--- src/sv/cfpd_pkg.sv ---
package cfpd_pkg;

    // Result status codes
    typedef enum logic [2:0] {
        ST_OK          = 3'd0,
        ST_SHORT       = 3'd1,
        ST_BAD_START   = 3'd2,
        ST_BAD_VERSION = 3'd3,
        ST_BAD_LENGTH  = 3'd4,
        ST_BAD_CRC     = 3'd5
    } t_status;

    // Configuration register indexes
    typedef enum logic [1:0] {
        REG_START_ONE = 2'd0,
        REG_START_TWO = 2'd1,
        REG_VERSION   = 2'd2,
        REG_UNUSED    = 2'd3
    } t_reg_index;

    localparam logic [7:0]  START_ONE_RST = 8'hAA;
    localparam logic [7:0]  START_TWO_RST = 8'h55;
    localparam logic [7:0]  VERSION_RST   = 8'h01;

    localparam logic [15:0] CRC_INIT = 16'hFFFF;
    localparam logic [15:0] CRC_POLY = 16'h1021;

    // Byte offsets within a frame
    localparam logic [7:0]  OFS_START_ONE = 8'd0;
    localparam logic [7:0]  OFS_START_TWO = 8'd1;
    localparam logic [7:0]  OFS_VERSION   = 8'd2;
    localparam logic [7:0]  OFS_TYPE      = 8'd3;
    localparam logic [7:0]  OFS_SEQ       = 8'd4;
    localparam logic [7:0]  OFS_LENGTH    = 8'd5;
    localparam logic [7:0]  OFS_PAYLOAD   = 8'd6;

    localparam logic [7:0]  MIN_FRAME_LEN  = 8'd8;
    localparam logic [8:0]  FRAME_OVERHEAD = 9'd8;
    localparam logic [7:0]  COUNT_MAX      = 8'hFF;

endpackage

--- src/sv/crc_framed_packet_decoder_core.sv ---
// The status/header result is registered into the output register as the last byte of a
// frame is accepted; payload results follow one per cycle when not stalled.
// Input: one frame byte per cycle, unless stalled: a last byte waits for a free output slot,
// and after a good frame the input stalls while its payload burst leaves (one store read port).
// Reset (synchronous, active low) restores the start, version and frame state; the payload
// store is not cleared, as only entries written during the current frame are ever read.
module crc_framed_packet_decoder_core
    import cfpd_pkg::*;
#(
    parameter int MAX_PAYLOAD = 32
) (
    input  logic        i_clk,
    input  logic        i_rst_n,

    // Frame byte input
    input  logic        i_in_valid,
    output logic        o_in_stall,
    input  logic [7:0]  i_data_byte,
    input  logic        i_last_byte,

    // Result output
    output logic        o_out_valid,
    input  logic        i_out_stall,
    output logic [2:0]  o_status,
    output logic [7:0]  o_msg_type,
    output logic [7:0]  o_seq_num,
    output logic [5:0]  o_pay_len,
    output logic [7:0]  o_payload_byte,
    output logic        o_byte_valid,
    output logic        o_last_result,

    // Configuration port
    input  logic        psel,
    input  logic        penable,
    input  logic        pwrite,
    input  logic [3:0]  paddr,
    input  logic [31:0] pwdata,
    output logic [31:0] prdata,
    output logic        pready
);

    // Store index width and burst counter width follow from the payload limit
    localparam int         IDX_W   = (MAX_PAYLOAD > 1) ? $clog2(MAX_PAYLOAD) : 1;
    localparam int         LEFT_W  = $clog2(MAX_PAYLOAD + 1);
    localparam logic [7:0] MAX_LEN = 8'(MAX_PAYLOAD);

    // ------------------------------------------------------------------
    // Configuration registers
    // ------------------------------------------------------------------
    logic [7:0] r_start_one;
    logic [7:0] r_start_two;
    logic [7:0] r_version;
    logic       cfg_write;
    t_reg_index cfg_index;

    assign pready    = 1'b1;
    assign cfg_write = psel && penable && pwrite;
    assign cfg_index = t_reg_index'(paddr[3:2]);

    always_ff @(posedge i_clk) begin
        if (!i_rst_n) begin
            r_start_one <= START_ONE_RST;
            r_start_two <= START_TWO_RST;
            r_version   <= VERSION_RST;
        end else if (cfg_write) begin
            case (cfg_index)
                REG_START_ONE: r_start_one <= pwdata[7:0];
                REG_START_TWO: r_start_two <= pwdata[7:0];
                REG_VERSION:   r_version   <= pwdata[7:0];
                default: ; // drop writes outside the register map
            endcase
        end
    end

    always_comb begin
        case (cfg_index)
            REG_START_ONE: prdata = {24'd0, r_start_one};
            REG_START_TWO: prdata = {24'd0, r_start_two};
            REG_VERSION:   prdata = {24'd0, r_version};
            default:       prdata = 32'd0;
        endcase
    end

    // ------------------------------------------------------------------
    // Per-frame state
    // ------------------------------------------------------------------
    logic [7:0]  r_byte_count;
    logic [15:0] r_crc;
    logic        r_start_ok;
    logic        r_version_ok;
    logic [7:0]  r_length;
    logic [7:0]  r_type;
    logic [7:0]  r_seq;
    logic [7:0]  r_hold0;
    logic [7:0]  r_hold1;
    logic [7:0]  r_store [MAX_PAYLOAD];

    logic [7:0]  n_byte_count;
    logic [15:0] n_crc;
    logic        n_start_ok;
    logic        n_version_ok;
    logic [7:0]  n_length;
    logic [7:0]  n_type;
    logic [7:0]  n_seq;
    logic [15:0] crc_fed;
    logic [7:0]  store_ofs;
    logic        store_we;

    // Output side
    logic             r_out_valid;
    t_status          r_status;
    logic [7:0]       r_out_type;
    logic [7:0]       r_out_seq;
    logic [5:0]       r_out_len;
    logic [7:0]       r_out_byte;
    logic             r_out_bvalid;
    logic             r_out_last;

    // Payload burst control
    logic             r_burst;
    logic [IDX_W-1:0] r_rd_idx;
    logic [LEFT_W-1:0] r_left;

    logic    in_accept;
    logic    out_free;
    logic    load_hdr;
    logic    load_burst;
    t_status n_status;
    logic    frame_ok;

    // Bytes keep flowing while a result waits, except during a payload burst; only a last byte needs a free output slot
    assign out_free   = !r_out_valid || !i_out_stall;
    assign o_in_stall = r_burst || (i_last_byte && !out_free);
    assign in_accept  = i_in_valid && !o_in_stall;
    assign load_hdr   = in_accept && i_last_byte;
    assign load_burst = r_burst && out_free;

    // The CRC takes each byte two bytes late, so the trailing pair never enters it
    cfpd_crc_byte u_crc (
        .i_crc  (r_crc),
        .i_data (r_hold0),
        .o_crc  (crc_fed)
    );

    always_comb begin
        n_start_ok   = r_start_ok;
        n_version_ok = r_version_ok;
        n_type       = r_type;
        n_seq        = r_seq;
        n_length     = r_length;
        n_crc        = r_crc;

        if (r_byte_count == OFS_START_ONE && i_data_byte != r_start_one) begin
            n_start_ok = 1'b0;
        end
        if (r_byte_count == OFS_START_TWO && i_data_byte != r_start_two) begin
            n_start_ok = 1'b0;
        end
        if (r_byte_count == OFS_VERSION && i_data_byte != r_version) begin
            n_version_ok = 1'b0;
        end
        if (r_byte_count == OFS_TYPE) begin
            n_type = i_data_byte;
        end
        if (r_byte_count == OFS_SEQ) begin
            n_seq = i_data_byte;
        end
        if (r_byte_count == OFS_LENGTH) begin
            n_length = i_data_byte;
        end
        if (r_byte_count >= OFS_SEQ) begin
            n_crc = crc_fed;
        end

        // Saturate so an over-long frame cannot wrap into a plausible length
        n_byte_count = (r_byte_count == COUNT_MAX) ? COUNT_MAX : r_byte_count + 8'd1;

        store_ofs = r_byte_count - OFS_PAYLOAD;
        store_we  = in_accept && (r_byte_count >= OFS_PAYLOAD) && (store_ofs < MAX_LEN);

        // Checks in priority order; received CRC is low byte first
        if (n_byte_count < MIN_FRAME_LEN) begin
            n_status = ST_SHORT;
        end else if (!n_start_ok) begin
            n_status = ST_BAD_START;
        end else if (!n_version_ok) begin
            n_status = ST_BAD_VERSION;
        end else if (n_length > MAX_LEN
                     || {1'b0, n_byte_count} != ({1'b0, n_length} + FRAME_OVERHEAD)) begin
            n_status = ST_BAD_LENGTH;
        end else if (n_crc != {i_data_byte, r_hold1}) begin
            n_status = ST_BAD_CRC;
        end else begin
            n_status = ST_OK;
        end
        frame_ok = (n_status == ST_OK);
    end

    always_ff @(posedge i_clk) begin
        if (!i_rst_n) begin
            r_byte_count <= 8'd0;
            r_crc        <= CRC_INIT;
            r_start_ok   <= 1'b1;
            r_version_ok <= 1'b1;
            r_length     <= 8'd0;
            r_type       <= 8'd0;
            r_seq        <= 8'd0;
            r_hold0      <= 8'd0;
            r_hold1      <= 8'd0;
        end else if (in_accept) begin
            if (i_last_byte) begin
                // Return the frame state to its idle values for the next frame
                r_byte_count <= 8'd0;
                r_crc        <= CRC_INIT;
                r_start_ok   <= 1'b1;
                r_version_ok <= 1'b1;
                r_length     <= 8'd0;
                r_type       <= 8'd0;
                r_seq        <= 8'd0;
                r_hold0      <= 8'd0;
                r_hold1      <= 8'd0;
            end else begin
                r_byte_count <= n_byte_count;
                r_crc        <= n_crc;
                r_start_ok   <= n_start_ok;
                r_version_ok <= n_version_ok;
                r_length     <= n_length;
                r_type       <= n_type;
                r_seq        <= n_seq;
                r_hold0      <= r_hold1;
                r_hold1      <= i_data_byte;
            end
        end
    end

    always_ff @(posedge i_clk) begin
        if (store_we) begin
            r_store[store_ofs[IDX_W-1:0]] <= i_data_byte;
        end
    end

    // ------------------------------------------------------------------
    // Result register and payload burst
    // ------------------------------------------------------------------
    always_ff @(posedge i_clk) begin
        if (!i_rst_n) begin
            r_out_valid <= 1'b0;
            r_burst     <= 1'b0;
            r_rd_idx    <= '0;
            r_left      <= '0;
        end else begin
            if (out_free) begin
                r_out_valid <= load_hdr || load_burst;
            end
            if (load_hdr) begin
                r_burst  <= frame_ok && (n_length != 8'd0);
                r_rd_idx <= '0;
                r_left   <= n_length[LEFT_W-1:0];
            end else if (load_burst) begin
                r_burst  <= (r_left != LEFT_W'(1));
                r_rd_idx <= r_rd_idx + IDX_W'(1);
                r_left   <= r_left - LEFT_W'(1);
            end
        end
    end

    always_ff @(posedge i_clk) begin
        if (load_hdr) begin
            r_status     <= n_status;
            r_out_type   <= frame_ok ? n_type : 8'd0;
            r_out_seq    <= frame_ok ? n_seq : 8'd0;
            r_out_len    <= frame_ok ? n_length[5:0] : 6'd0;
            r_out_byte   <= 8'd0;
            r_out_bvalid <= 1'b0;
            r_out_last   <= !frame_ok || (n_length == 8'd0);
        end else if (load_burst) begin
            // Header fields hold from the header result; advance through the store
            r_status     <= ST_OK;
            r_out_byte   <= r_store[r_rd_idx];
            r_out_bvalid <= 1'b1;
            r_out_last   <= (r_left == LEFT_W'(1));
        end
    end

    assign o_out_valid    = r_out_valid;
    assign o_status       = r_status;
    assign o_msg_type     = r_out_type;
    assign o_seq_num      = r_out_seq;
    assign o_pay_len      = r_out_len;
    assign o_payload_byte = r_out_byte;
    assign o_byte_valid   = r_out_bvalid;
    assign o_last_result  = r_out_last;

endmodule

--- src/sv/cfpd_crc_byte.sv ---
module cfpd_crc_byte
    import cfpd_pkg::*;
(
    input  logic [15:0] i_crc,
    input  logic [7:0]  i_data,
    output logic [15:0] o_crc
);

    logic [15:0] crc_work;

    // One byte of CRC-16, MSB first, unrolled over eight bit steps
    always_comb begin
        crc_work = i_crc ^ {i_data, 8'h00};
        for (int k = 0; k < 8; k++) begin
            if (crc_work[15]) begin
                crc_work = {crc_work[14:0], 1'b0} ^ CRC_POLY;
            end else begin
                crc_work = {crc_work[14:0], 1'b0};
            end
        end
        o_crc = crc_work;
    end

endmodule

--- config.mk ---
export PLATFORM = sky130hd
export DESIGN_NAME = crc_framed_packet_decoder_core
export DESIGN_NICKNAME = d
export VERILOG_FILES = /design/src/sv/cfpd_pkg.sv /design/src/sv/crc_framed_packet_decoder_core.sv /design/src/sv/cfpd_crc_byte.sv
export SDC_FILE = /design/constraint.sdc
export NUM_CORES = 1
export LEC_CHECK = 0
export BUFFER_PORTS_ARGS = -buffer_cell sky130_fd_sc_hd__buf_2
export CORE_UTILIZATION = 60
export DETAILED_ROUTE_END_ITERATION = 10
export PLACE_DENSITY = 0.86
export SETUP_SLACK_MARGIN = 0.4
export SLEW_MARGIN = 10
export SYNTH_ARGS = -nofsm -noshare
export SYNTH_HDL_FRONTEND = slang
export SYNTH_HIERARCHICAL = 1
export SYNTH_SLANG_ARGS = --single-unit
--- constraint.sdc ---
create_clock -name i_clk -period 3.8 [get_ports i_clk]
set_input_delay 0.38 -clock i_clk [delete_from_list [all_inputs] [get_ports i_clk]]
set_output_delay 0.38 -clock i_clk [all_outputs]
set_load 0.005 [all_outputs]
# Word level (Yosys, flattened, before mapping)
# Memories as Yosys holds them, arrays and structs flattened. A register that Yosys moved wholly into a read port is not among the register bits.
# Cells that the tools add are included.
# W data, S select, Z words.
[totals]
out_inout_bits = 70
latchBits = 0
wordCells = 131
input_bits = 52
mem_bits_rw = 256
reg_bits = 130
memories = 1
rom_bits = 0
[classes]
muxes = 41
n_addsub = 5
n_div = 0
bitwise_logic = 10
n_reduce_logical = 32
mul = 0
shifts = 0
n_lt_le_gt_ge = 5
eq_ne = 15
[memory_table]
columns = ["memory", "depth", "width", "rd", "rd_ports_with_merged_regs", "wr", "line_no", "text"]
rows = [
  ["r_store", 32, 8, 1, 1, 1, "crc_framed_packet_decoder_core.sv:96", "logic [7:0] r_store [MAX_PAYLOAD];"],
]
[op_table]
columns = ["operator", "n"]
rows = [
  ["$mux W13", 8],
  ["$mux W8", 10],
  ["$mux W16", 2],
  ["$ne A8 B8 Y1", 3],
  ["$not A3 Y3", 8],
  ["$pmux W8 S3", 1],
  ["$mux W3", 7],
  ["$eq A8 B2 Y1 const B", 2],
  ["$eq A8 B3 Y1 const B", 2],
  ["$ge A8 B3 Y1 const B", 2],
  ["$logic_not A8 Y1", 2],
  ["$ne A16 B16 Y1", 1],
  ["$xor A16 B16 Y16", 1],
  ["$logic_and A1 B1 Y1", 12],
  ["$mux W6", 2],
  ["$mux W1", 11],
  ["$add A8 B4 Y9 const B", 1],
  ["$ne A8 B9 Y1", 1],
  ["$add A8 B1 Y8 const B", 1],
  ["$eq A8 B1 Y1 const B", 1],
  ["$eq A8 B8 Y1 const B", 1],
  ["$gt A8 B6 Y1 const B", 1],
  ["$lt A8 B4 Y1 const B", 1],
  ["$lt A8 B6 Y1 const B", 1],
  ["other kinds (16)", 26],
]

# Longest topological paths before layout
# Gate-level depths: netlist of run 1.
[depth]
depth_word = 28
depth_mapped = 14
ltp_nobuf = 12

# Cells and area by module
# Netlist of run 1, hierarchy kept.
[modules_own_cells]
columns = ["mod", "cells_each", "seq_area_each_um2", "area_each_um2", "instances"]
rows = [
  ["crc_framed_packet_decoder_core", 1275, 10710.3, 17256.6, 1],
  ["cfpd_crc_byte", 25, 0.0, 395.4, 1],
]

# Least setup slack after synthesis of run 1
# No wires, ideal clock.
[synth_path]
kind = "reg-to-reg"
start = "register r_byte_count[1]"
end = "register r_out_len[0], in the netlist o_pay_len[0] (data pin)"
setup_time_ns = 0.150
slack_ns = 0.468
stages_incl_launch_ff = 15
arrival_ns = 3.182
synth_period_minus_slack_ns = 3.332
path_buffers = 2
t_required_ns = 3.650
path_cell_list = "dfxtp_1 > inv_1 > ha_1 > nand4bb_1 > nor2_4 > buf_2 > mux2i_1 > inv_1 > ha_1 > a21boi_0 > a2111o_1 > a211oi_1 > nand4_4 > buf_6 > nor3_2"
[synth_via]
elab_chain_cells = 10
word_cells_on_any_way = 28
cone_classes = "add/sub (2); order compare (3); eq/ne (6); mux (11); reduce/logical (6)"
[synth_rtl]
columns = ["element", "line_no", "text"]
rows = [
  ["from (decl)", "crc_framed_packet_decoder_core.sv:87", "logic [7:0] r_byte_count;"],
  ["from (signal assigned)", "crc_framed_packet_decoder_core.sv:223", "r_byte_count <= n_byte_count;"],
  ["$eq A8 B3 Y1 (*)", "crc_framed_packet_decoder_core.sv:168", "if (r_byte_count == OFS_LENGTH) begin"],
  ["$mux W8 (*)", "crc_framed_packet_decoder_core.sv:168", ""],
  ["net n_length[4]", "crc_framed_packet_decoder_core.sv:102", "logic [7:0] n_length;"],
  ["$add A8 B4 Y9", "crc_framed_packet_decoder_core.sv:189", "|| {1'b0, n_byte_count} != ({1'b0, n_length} + FRAME_OVERHEAD)) begin"],
  ["$ne A8 B9 Y1", "crc_framed_packet_decoder_core.sv:189", ""],
  ["$logic_or A1 B1 Y1 (*)", "crc_framed_packet_decoder_core.sv:189", ""],
  ["$mux W3 (*)", "crc_framed_packet_decoder_core.sv:188", "end else if (n_length > MAX_LEN"],
  ["$mux W3 (*)", "crc_framed_packet_decoder_core.sv:186", "end else if (!n_version_ok) begin"],
  ["$mux W3 (*)", "crc_framed_packet_decoder_core.sv:184", "end else if (!n_start_ok) begin"],
  ["$mux W3 (*)", "crc_framed_packet_decoder_core.sv:182", "if (n_byte_count < MIN_FRAME_LEN) begin"],
  ["$logic_not A3 Y1 (*)", "crc_framed_packet_decoder_core.sv:196", "frame_ok = (n_status == ST_OK);"],
  ["to (signal assigned)", "crc_framed_packet_decoder_core.sv:272", "r_out_len <= frame_ok ? n_length[5:0] : 6'd0;"],
  ["to (decl)", "crc_framed_packet_decoder_core.sv:114", "logic [5:0] r_out_len;"],
]
# The timed path passes the listed nets; every way through them passes the cells marked *.
# A chain may end at the register's enable or synchronous reset.

# Final worst setup path of run 1
[layout_path]
start = "register r_byte_count[2]"
end = "memory r_store[22][6] (enable)"
[layout_via]
elab_chain_cells = 5
word_cells_on_any_way = 7
cone_classes = "add/sub (1); order compare (2); mux (2); reduce/logical (2)"
[layout_rtl]
columns = ["element", "line_no", "text"]
rows = [
  ["$sub A8 B3 Y8 / $ge A8 B3 Y1 (equally long branches)", "crc_framed_packet_decoder_core.sv:178, crc_framed_packet_decoder_core.sv:179", ""],
  ["$lt A8 B6 Y1 / $logic_and A1 B1 Y1 (equally long branches)", "crc_framed_packet_decoder_core.sv:179", "store_we = in_accept && (r_byte_count >= OFS_PAYLOAD) && (store_ofs < MAX_LEN);"],
  ["$logic_and A1 B1 Y1", "crc_framed_packet_decoder_core.sv:179", ""],
  ["$mux W1", "crc_framed_packet_decoder_core.sv:237", "if (store_we) begin"],
  ["$mux W1 (not written as such)", "crc_framed_packet_decoder_core.sv:238", "r_store[store_ofs[IDX_W-1:0]] <= i_data_byte;"],
  ["to (decl)", "crc_framed_packet_decoder_core.sv:96", ""],
]
# Several ways; a longest one is shown, not always the timed one.

==> impl_metrics.yaml, run 1 <==
run:
  cap_violations: 0
clocking:
  clockBufferDepth: 3
  holdBufCountCts: 0
  cts_tree: "yes"
  cts_buffers: 40
  cts-htree-levels: 2
  cts.sinks: 394
  clk_latency_ps: 560
  cts_root_buffer: "clkbuf_16"
  clkTransAtPathRegs_ps: 60
synth:
  synth_seq_cells: 394
  synthSimpleGateAreaFrac_pct: 10.9
  syn_area_per_cell_um2: 13.6
  synth_top_family_by_area: "multiplexers"
  yosysUniqueCellTypes: 77
  syn_area_um2: 17700
  netlist.area_leader.share_pct: 48.0
  ys_async_sr_fraction_pct: 0
  ys_warn_count: 6
  synth.area.top_cells: "edfxtp_1 (48%), dfxtp_1 (13%), mux4_2 (10%)"
  syn-instance-count: 1300
  synth_compound_area_share_pct: 6.29
  synth_largest_area_cell: "edfxtp_1"
  synth_fa_ha_area_share_pct: 0.638
  ys.flop_type: "edfxtp_1"
  ys_seq_area_share_pct: 60.7
  synth_edf_count: 282
  synth_xor_area_share_pct: 4.80
  synthMuxAreaShare_pct: 13.2
sta:
  setup_tns_ps: 0
  max-slew-margin-rel_pct: 24.3
  worstMarginPinSlew_ps: 1130
  fin_ws_ps: 317
  hold_ws_ps: 104
  fmax_ghz: 0.287
  setup_violations: 0
  period_share_pct: 91.7
  clock_skew_ps: 28.4
  finalHoldViolCount: 0
  timing.final.crit_period_ps: 3480
  rsz0062_at_grt: "yes"
  drv_slew: 0
final_layout:
  multiInputGateArea_um2: 6530
  ff_latch_area_um2: 10700
  drive_above_1_share_pct: 23.6
  area_growth_pct: 13.0
  antenna_cells: 0
  fill_cells: 1851
  fin_util_pct: 69.1
  layout.nets: 1447
global_routing:
  grt-ovfl-total: 0
  grt_max_degree: 51
  grt_pass1_vias: 11160
  grt_pass1_wl_mm: 66.3
  track_usage_pct: 29.4
  antenna_found_initial: 0
worst_hold_path:
  min_to: "r_start_one[1]$_SDFFE_PN1P_"
  hold_depth: 3
  worstHoldStart: "pwdata[1]"
  hp-class: "primary input to flip-flop"
worst_setup_path:
  critPathLaunchType: "flip-flop"
  cp_slowest_cell: "nor2_1"
  rrSetupSlack_ps: 320
  path_delay_family: "simple AND/OR/NAND/NOR gates"
  reg2regPathDepth: 8
  critPathLaunch: "r_byte_count[2]$_SDFFE_PN0P_"
  reg2reg_to: "r_store[22][6]$_DFFE_PP_"
  crit_type: "flip-flop to flip-flop"
  crit_path_end_kind: "flip-flop"
  worst-path-buf-inv: 1
  worstPathRequired_ps: 3960
  arrival_ps: 3640
  slowest_delay_ps: 770
  path_max_fanout: 16
  crit_chain: "buf_4, ha_2, nand3b_1, a21oi_1, o21ai_0, a211oi_1, nand2_1, nor2_1"
  worstReg2RegStart: "r_byte_count[2]$_SDFFE_PN0P_"
routing:
  wirelength_mm: 44.5
  final_antenna_net_count: 0
  drt-wirelength-per-cell_um: 24.7
  dr.pass1.iters: 6
  viasPerCell: 6.48
  route.detailed.drc: 0
  drtIter0Drc: 1458
  num_vias: 11677
placement:
  routabilityCongestion: 0.920
  pre_cts_slack_ps: 193
  dp_hpwl_mm: 28.7
  portBuffers: 70
floorplanning:
  initial_core_util_pct: 61.2
  die_w_um: 174
  num_io_pins: 122
  fp.dieH_um: 174
  rows: 62
  core_area_um2: 28900
  dieArea_um2: 30100
pwr:
  power.density_nw_per_um2: 441
  p_leak_nw: 6.79
  total_power_mw: 8.79
  max-vdd-ir-drop_v: 0.000277
status:
  status: "completed"
-- through the flow --
step	std cells	instance area (um^2)
after detailed placement	1719	18400
after global routing	1802	19900
after floorplan	1323	17700
after global placement	1719	18400
final	1802	19900
after CTS	1793	19700
-- where the power goes --
part,switching [mW],internal (mW)
registers,0.0187,4.62
clock network,1.65,2.19
logic,0.225,0.0921
total,1.89,6.90
-- timing repair --
action,in CTS,in global routing
endpoints found under the hold margin,0,0
setup endpoints to repair,20,188
cloned,0,3
pin swaps,0,5
buffers inserted,0,6
resized for setup,3,26
-- worst max path at each step --
stage / to / slack [ps] / cells past startpoint
floorplan: o_pay_len[0]$_SDFFCE_PP0P_ / 470 / 14
global placement: o_seq_num[1]$_SDFFCE_PP0P_ / 320 / 11
detailed placement: o_seq_num[1]$_SDFFCE_PP0P_ / 190 / 11
CTS: o_seq_num[2]$_SDFFCE_PP0P_ / 410 / 11
global route: r_store[2][5]$_DFFE_PP_ / 220 / 8
finish: r_store[22][6]$_DFFE_PP_ / 320 / 8
-- synth_stat cells (all sizes together) (4+ instances only) --
library cell,instances
nor3b,8
a22oi,22
dfxtp,112
buf,51
o211ai,9
nor2,123
and3,9
and2,6
nor4,6
nor3,36
nor2b,8
xnor2,46
xor2,21
ha,9
a211o,4
a32oi,5
or3,5
mux4,80
mux2i,49
xor3,4
clkbuf,54
inv,22
nand4,12
o21ai,42
xnor3,5
a31oi,7
nand3,57
a211oi,7
edfxtp,282
a21oi,51
nand2,101
-- cell type report --
type	count	area share, %
clock inverters	18	0.778
repair buffers	125	4.19
inverters	23	0.433
well taps	384	2.41
clock buffers	56	5.73
flip-flops and latches	394	53.7
multi-input cells	802	32.7
-- metal layers --
layer	vias up	wire [um]	track usage, %	share of wire, %
met5	-	0	0	0
met1	5746	16700	39.6	38
met3	138	4110	4.74	9.2
li1	5026	-	-	-
met2	767	22000	48.5	49
met4	0	1680	10.8	3.8
-- cell families (layout without fill, tap and decap cells) --
group,count (synthesis),in the layout
compound gates,174,174
xor+xnor,76,76
fa+ha+maj,9,9
buf+inv,128,222
flops,394,394
mux,132,132
other cells,2,25
simple gates,385,386
-- sequential cells by signal, indices dropped and copies added (netlist names), 3 cells and up --
register        count
o_msg_type          8
r_hold0             8
r_version           8
r_crc              16
r_store           256
r_start_one         8
o_seq_num           8
r_length            8
o_status            3
r_byte_count        8
r_rd_idx            5
r_type              8
o_payload_byte      8
o_pay_len           6
r_left              6
r_start_two         8
r_seq               8
r_hold1             8
-- worst reg2reg max path: stages, from the launching register on --
cell      delay [ps]
dfxtp_1          380
buf_4            250
ha_2             300
nand3b_1          90
a21oi_1          240
o21ai_0          150
a211oi_1         490
nand2_1          420
nor2_1           780
-- layout by cell type, fill, tap and decap left out, types with 5 or more instances in the layout --
cell,count
nand4_1,11
nor3_1,14
and3_1,9
buf_2,70
xor2_1,21
dfxtp_1,109
and2_1,6
clkinv_2,12
ha_1,7
nand2_1,100
a211oi_1,6
nor2_1,109
clkbuf_8,6
o211ai_1,9
inv_1,21
xnor2_1,41
a31oi_1,7
o21ai_1,8
a32oi_1,5
nand3_1,57
edfxtp_1,282
nor2_2,13
clkbuf_16,43
a21oi_1,51
buf_4,50
conb_1,25
nor4_1,6
nor2b_1,7
nor3b_1,8
clkbuf_1,9
mux4_2,80
nor3_2,20
o21ai_0,34
a22oi_1,22
mux2i_1,48
Note: power is estimated with default switching activity, not from simulation.
==> run 2: changes to the inputs <==
--- a/config.mk
+++ b/config.mk
@@ -7,6 +7,7 @@
 export LEC_CHECK = 0
 export BUFFER_PORTS_ARGS = -buffer_cell sky130_fd_sc_hd__buf_2
 export CORE_UTILIZATION = 60
+export CTS_BUF_LIST = sky130_fd_sc_hd__clkbuf_4 sky130_fd_sc_hd__clkbuf_8 sky130_fd_sc_hd__clkbuf_16
 export DETAILED_ROUTE_END_ITERATION = 10
 export PLACE_DENSITY = 0.86
 export SETUP_SLACK_MARGIN = 0.4
==> run 2 against run 1 <==
Against the previous run: die area stayed put; register-to-register slack better by 60 ps; routed wire length decreased by 0.13%; critical path type unchanged; critical endpoint is now r_store[15][5]$_DFFE_PP_; largest power group unchanged.
==> impl_metrics.yaml, run 2 (synthesis gave the netlist of run 1 again) <==
status:
  status: "completed"
routing:
  wirelength_mm: 44.4
  num_vias: 11661
  viasPerCell: 6.47
  final_antenna_net_count: 0
  drt-wirelength-per-cell_um: 24.7
  drtIter0Drc: 1421
  dr.pass1.iters: 6
  route.detailed.drc: 0
global_routing:
  track_usage_pct: 29.3
  grt_pass1_vias: 11102
  grt-ovfl-total: 0
  antenna_found_initial: 0
  grt_pass1_wl_mm: 66.2
  grt_max_degree: 51
final_layout:
  final_common_cell: "edfxtp_1"
  drive_above_1_share_pct: 24.4
  antenna_cells: 0
  largest_reg_flops: 256
  area_growth_pct: 13.0
  fin_util_pct: 69.1
  final_cell_mix: "edfxtp_1 (282), dfxtp_1 (109), nor2_1 (105), nand2_1 (100), mux4_2 (80)"
  layout.nets: 1446
placement:
  portBuffers: 70
  dp_hpwl_mm: 28.7
  routabilityCongestion: 0.920
sta:
  rsz0062_at_grt: "yes"
  worstMarginPinSlew_ps: 1160
  setup_violations: 0
  clock_skew_ps: 18.4
  drv_slew: 0
  hold_ws_ps: 102
  finalHoldViolCount: 0
  fmax_ghz: 0.292
  max-slew-margin-rel_pct: 22.7
  setup_tns_ps: 0
  period_share_pct: 90.0
  timing.final.crit_period_ps: 3420
worst_setup_path:
  crit_path_end_kind: "flip-flop"
  arrival_ps: 3590
  crit_chain: "buf_4, ha_2, nand3b_1, a21oi_1, o21ai_0, a211oi_1, nand2_1, nor2_1"
  path_delay_family: "simple AND/OR/NAND/NOR gates"
  critPathLaunchType: "flip-flop"
  slowest_delay_ps: 730
  path_max_fanout: 16
  worst-path-buf-inv: 1
  worstPathRequired_ps: 3970
  crit_type: "flip-flop to flip-flop"
  cp_slowest_cell: "nor2_1"
floorplanning:
  fp.dieH_um: 174
  rows: 62
  num_io_pins: 122
  core_area_um2: 28900
  die_w_um: 174
  initial_core_util_pct: 61.2
  dieArea_um2: 30100
clocking:
  cts_root_buffer: "clkbuf_16"
  cts-htree-levels: 2
  holdBufCountCts: 0
  cts.sinks: 394
  clk_latency_ps: 550
  clockBufferDepth: 3
  cts_tree: "yes"
  cts_buffers: 40
  clkTransAtPathRegs_ps: 60
worst_hold_path:
  hp-class: "primary input to flip-flop"
pwr:
  total_power_mw: 8.84
  max-vdd-ir-drop_v: 0.000278
  power.density_nw_per_um2: 443
  p_leak_nw: 6.81
run:
  cap_violations: 0
[run 2: cell count changes in the layout (fill, tap and decap cells not counted), sizes merged]
cell,before,now
clkbuf,58,57
[run 2: power breakdown]
part | leakage, nW | switching, mW | internal [mW] | total (mW)
Combinational | 2.69 | 0.224 | 0.0919 | 0.316
Clock | 0.671 | 1.64 | 2.25 | 3.89
Sequential | 3.45 | 0.0186 | 4.62 | 4.64
Total | 6.81 | 1.88 | 6.96 | 8.84
[run 2: stage by stage]
step,instances,worst slack (ps),area (um^2)
finish,1801,379,19900
global route,1801,256,19900
CTS,1793,411,19800
detailed placement,1719,193,18400
global placement,1719,323,18400
floorplan,1323,468,17700
[run 2: timing repair]
action	in CTS	in global routing
pin swaps	0	5
cloned	0	2
gates resized for setup	3	28
endpoints found under the hold margin	0	0
endpoints found under the setup margin	21	188
setup buffers	0	6
[run 2: layout make-up]
type / count / area [um^2]
Clock buffer: 56 / 1180
Multi-Input combinational cell: 802 / 6520
Tap cell: 384 / 480
Inverter: 23 / 86.3
Sequential cell: 394 / 10700
Fill cell: 1853 / 8910
Timing Repair Buffer: 124 / 811
Clock inverter: 18 / 155
[run 2: worst paths after layout]
kind                                               endpoint  slack (ps)                    startpoint  cells after the start
worst max register to register     r_store[15][5]$_DFFE_PP_         380  r_byte_count[2]$_SDFFE_PN0P_                      8
worst min register to register    r_version_ok$_SDFFE_PN1P_         460     r_version_ok$_SDFFE_PN1P_                      2
worst max-delay path               r_store[15][5]$_DFFE_PP_         380  r_byte_count[2]$_SDFFE_PN0P_                      8
worst min-delay path            r_start_one[1]$_SDFFE_PN1P_         100                     pwdata[1]                      3
[run 2: routing by layer]
layer / global-route usage (%) / wire, um
met5: 0 / 0
met4: 11.0 / 1610
met3: 4.47 / 4010
met2: 48.1 / 21800
met1: 39.9 / 17000
[run 2: worst reg2reg max path: cells and delay by family (launching register included)]
family                     cells  cell delay, ps
and+or+nand+nor                3            1320
buffers and inverters          1             250
AOI/OAI and AO/OA              3             790
DFF                            1             380
adders and majority gates      1             310
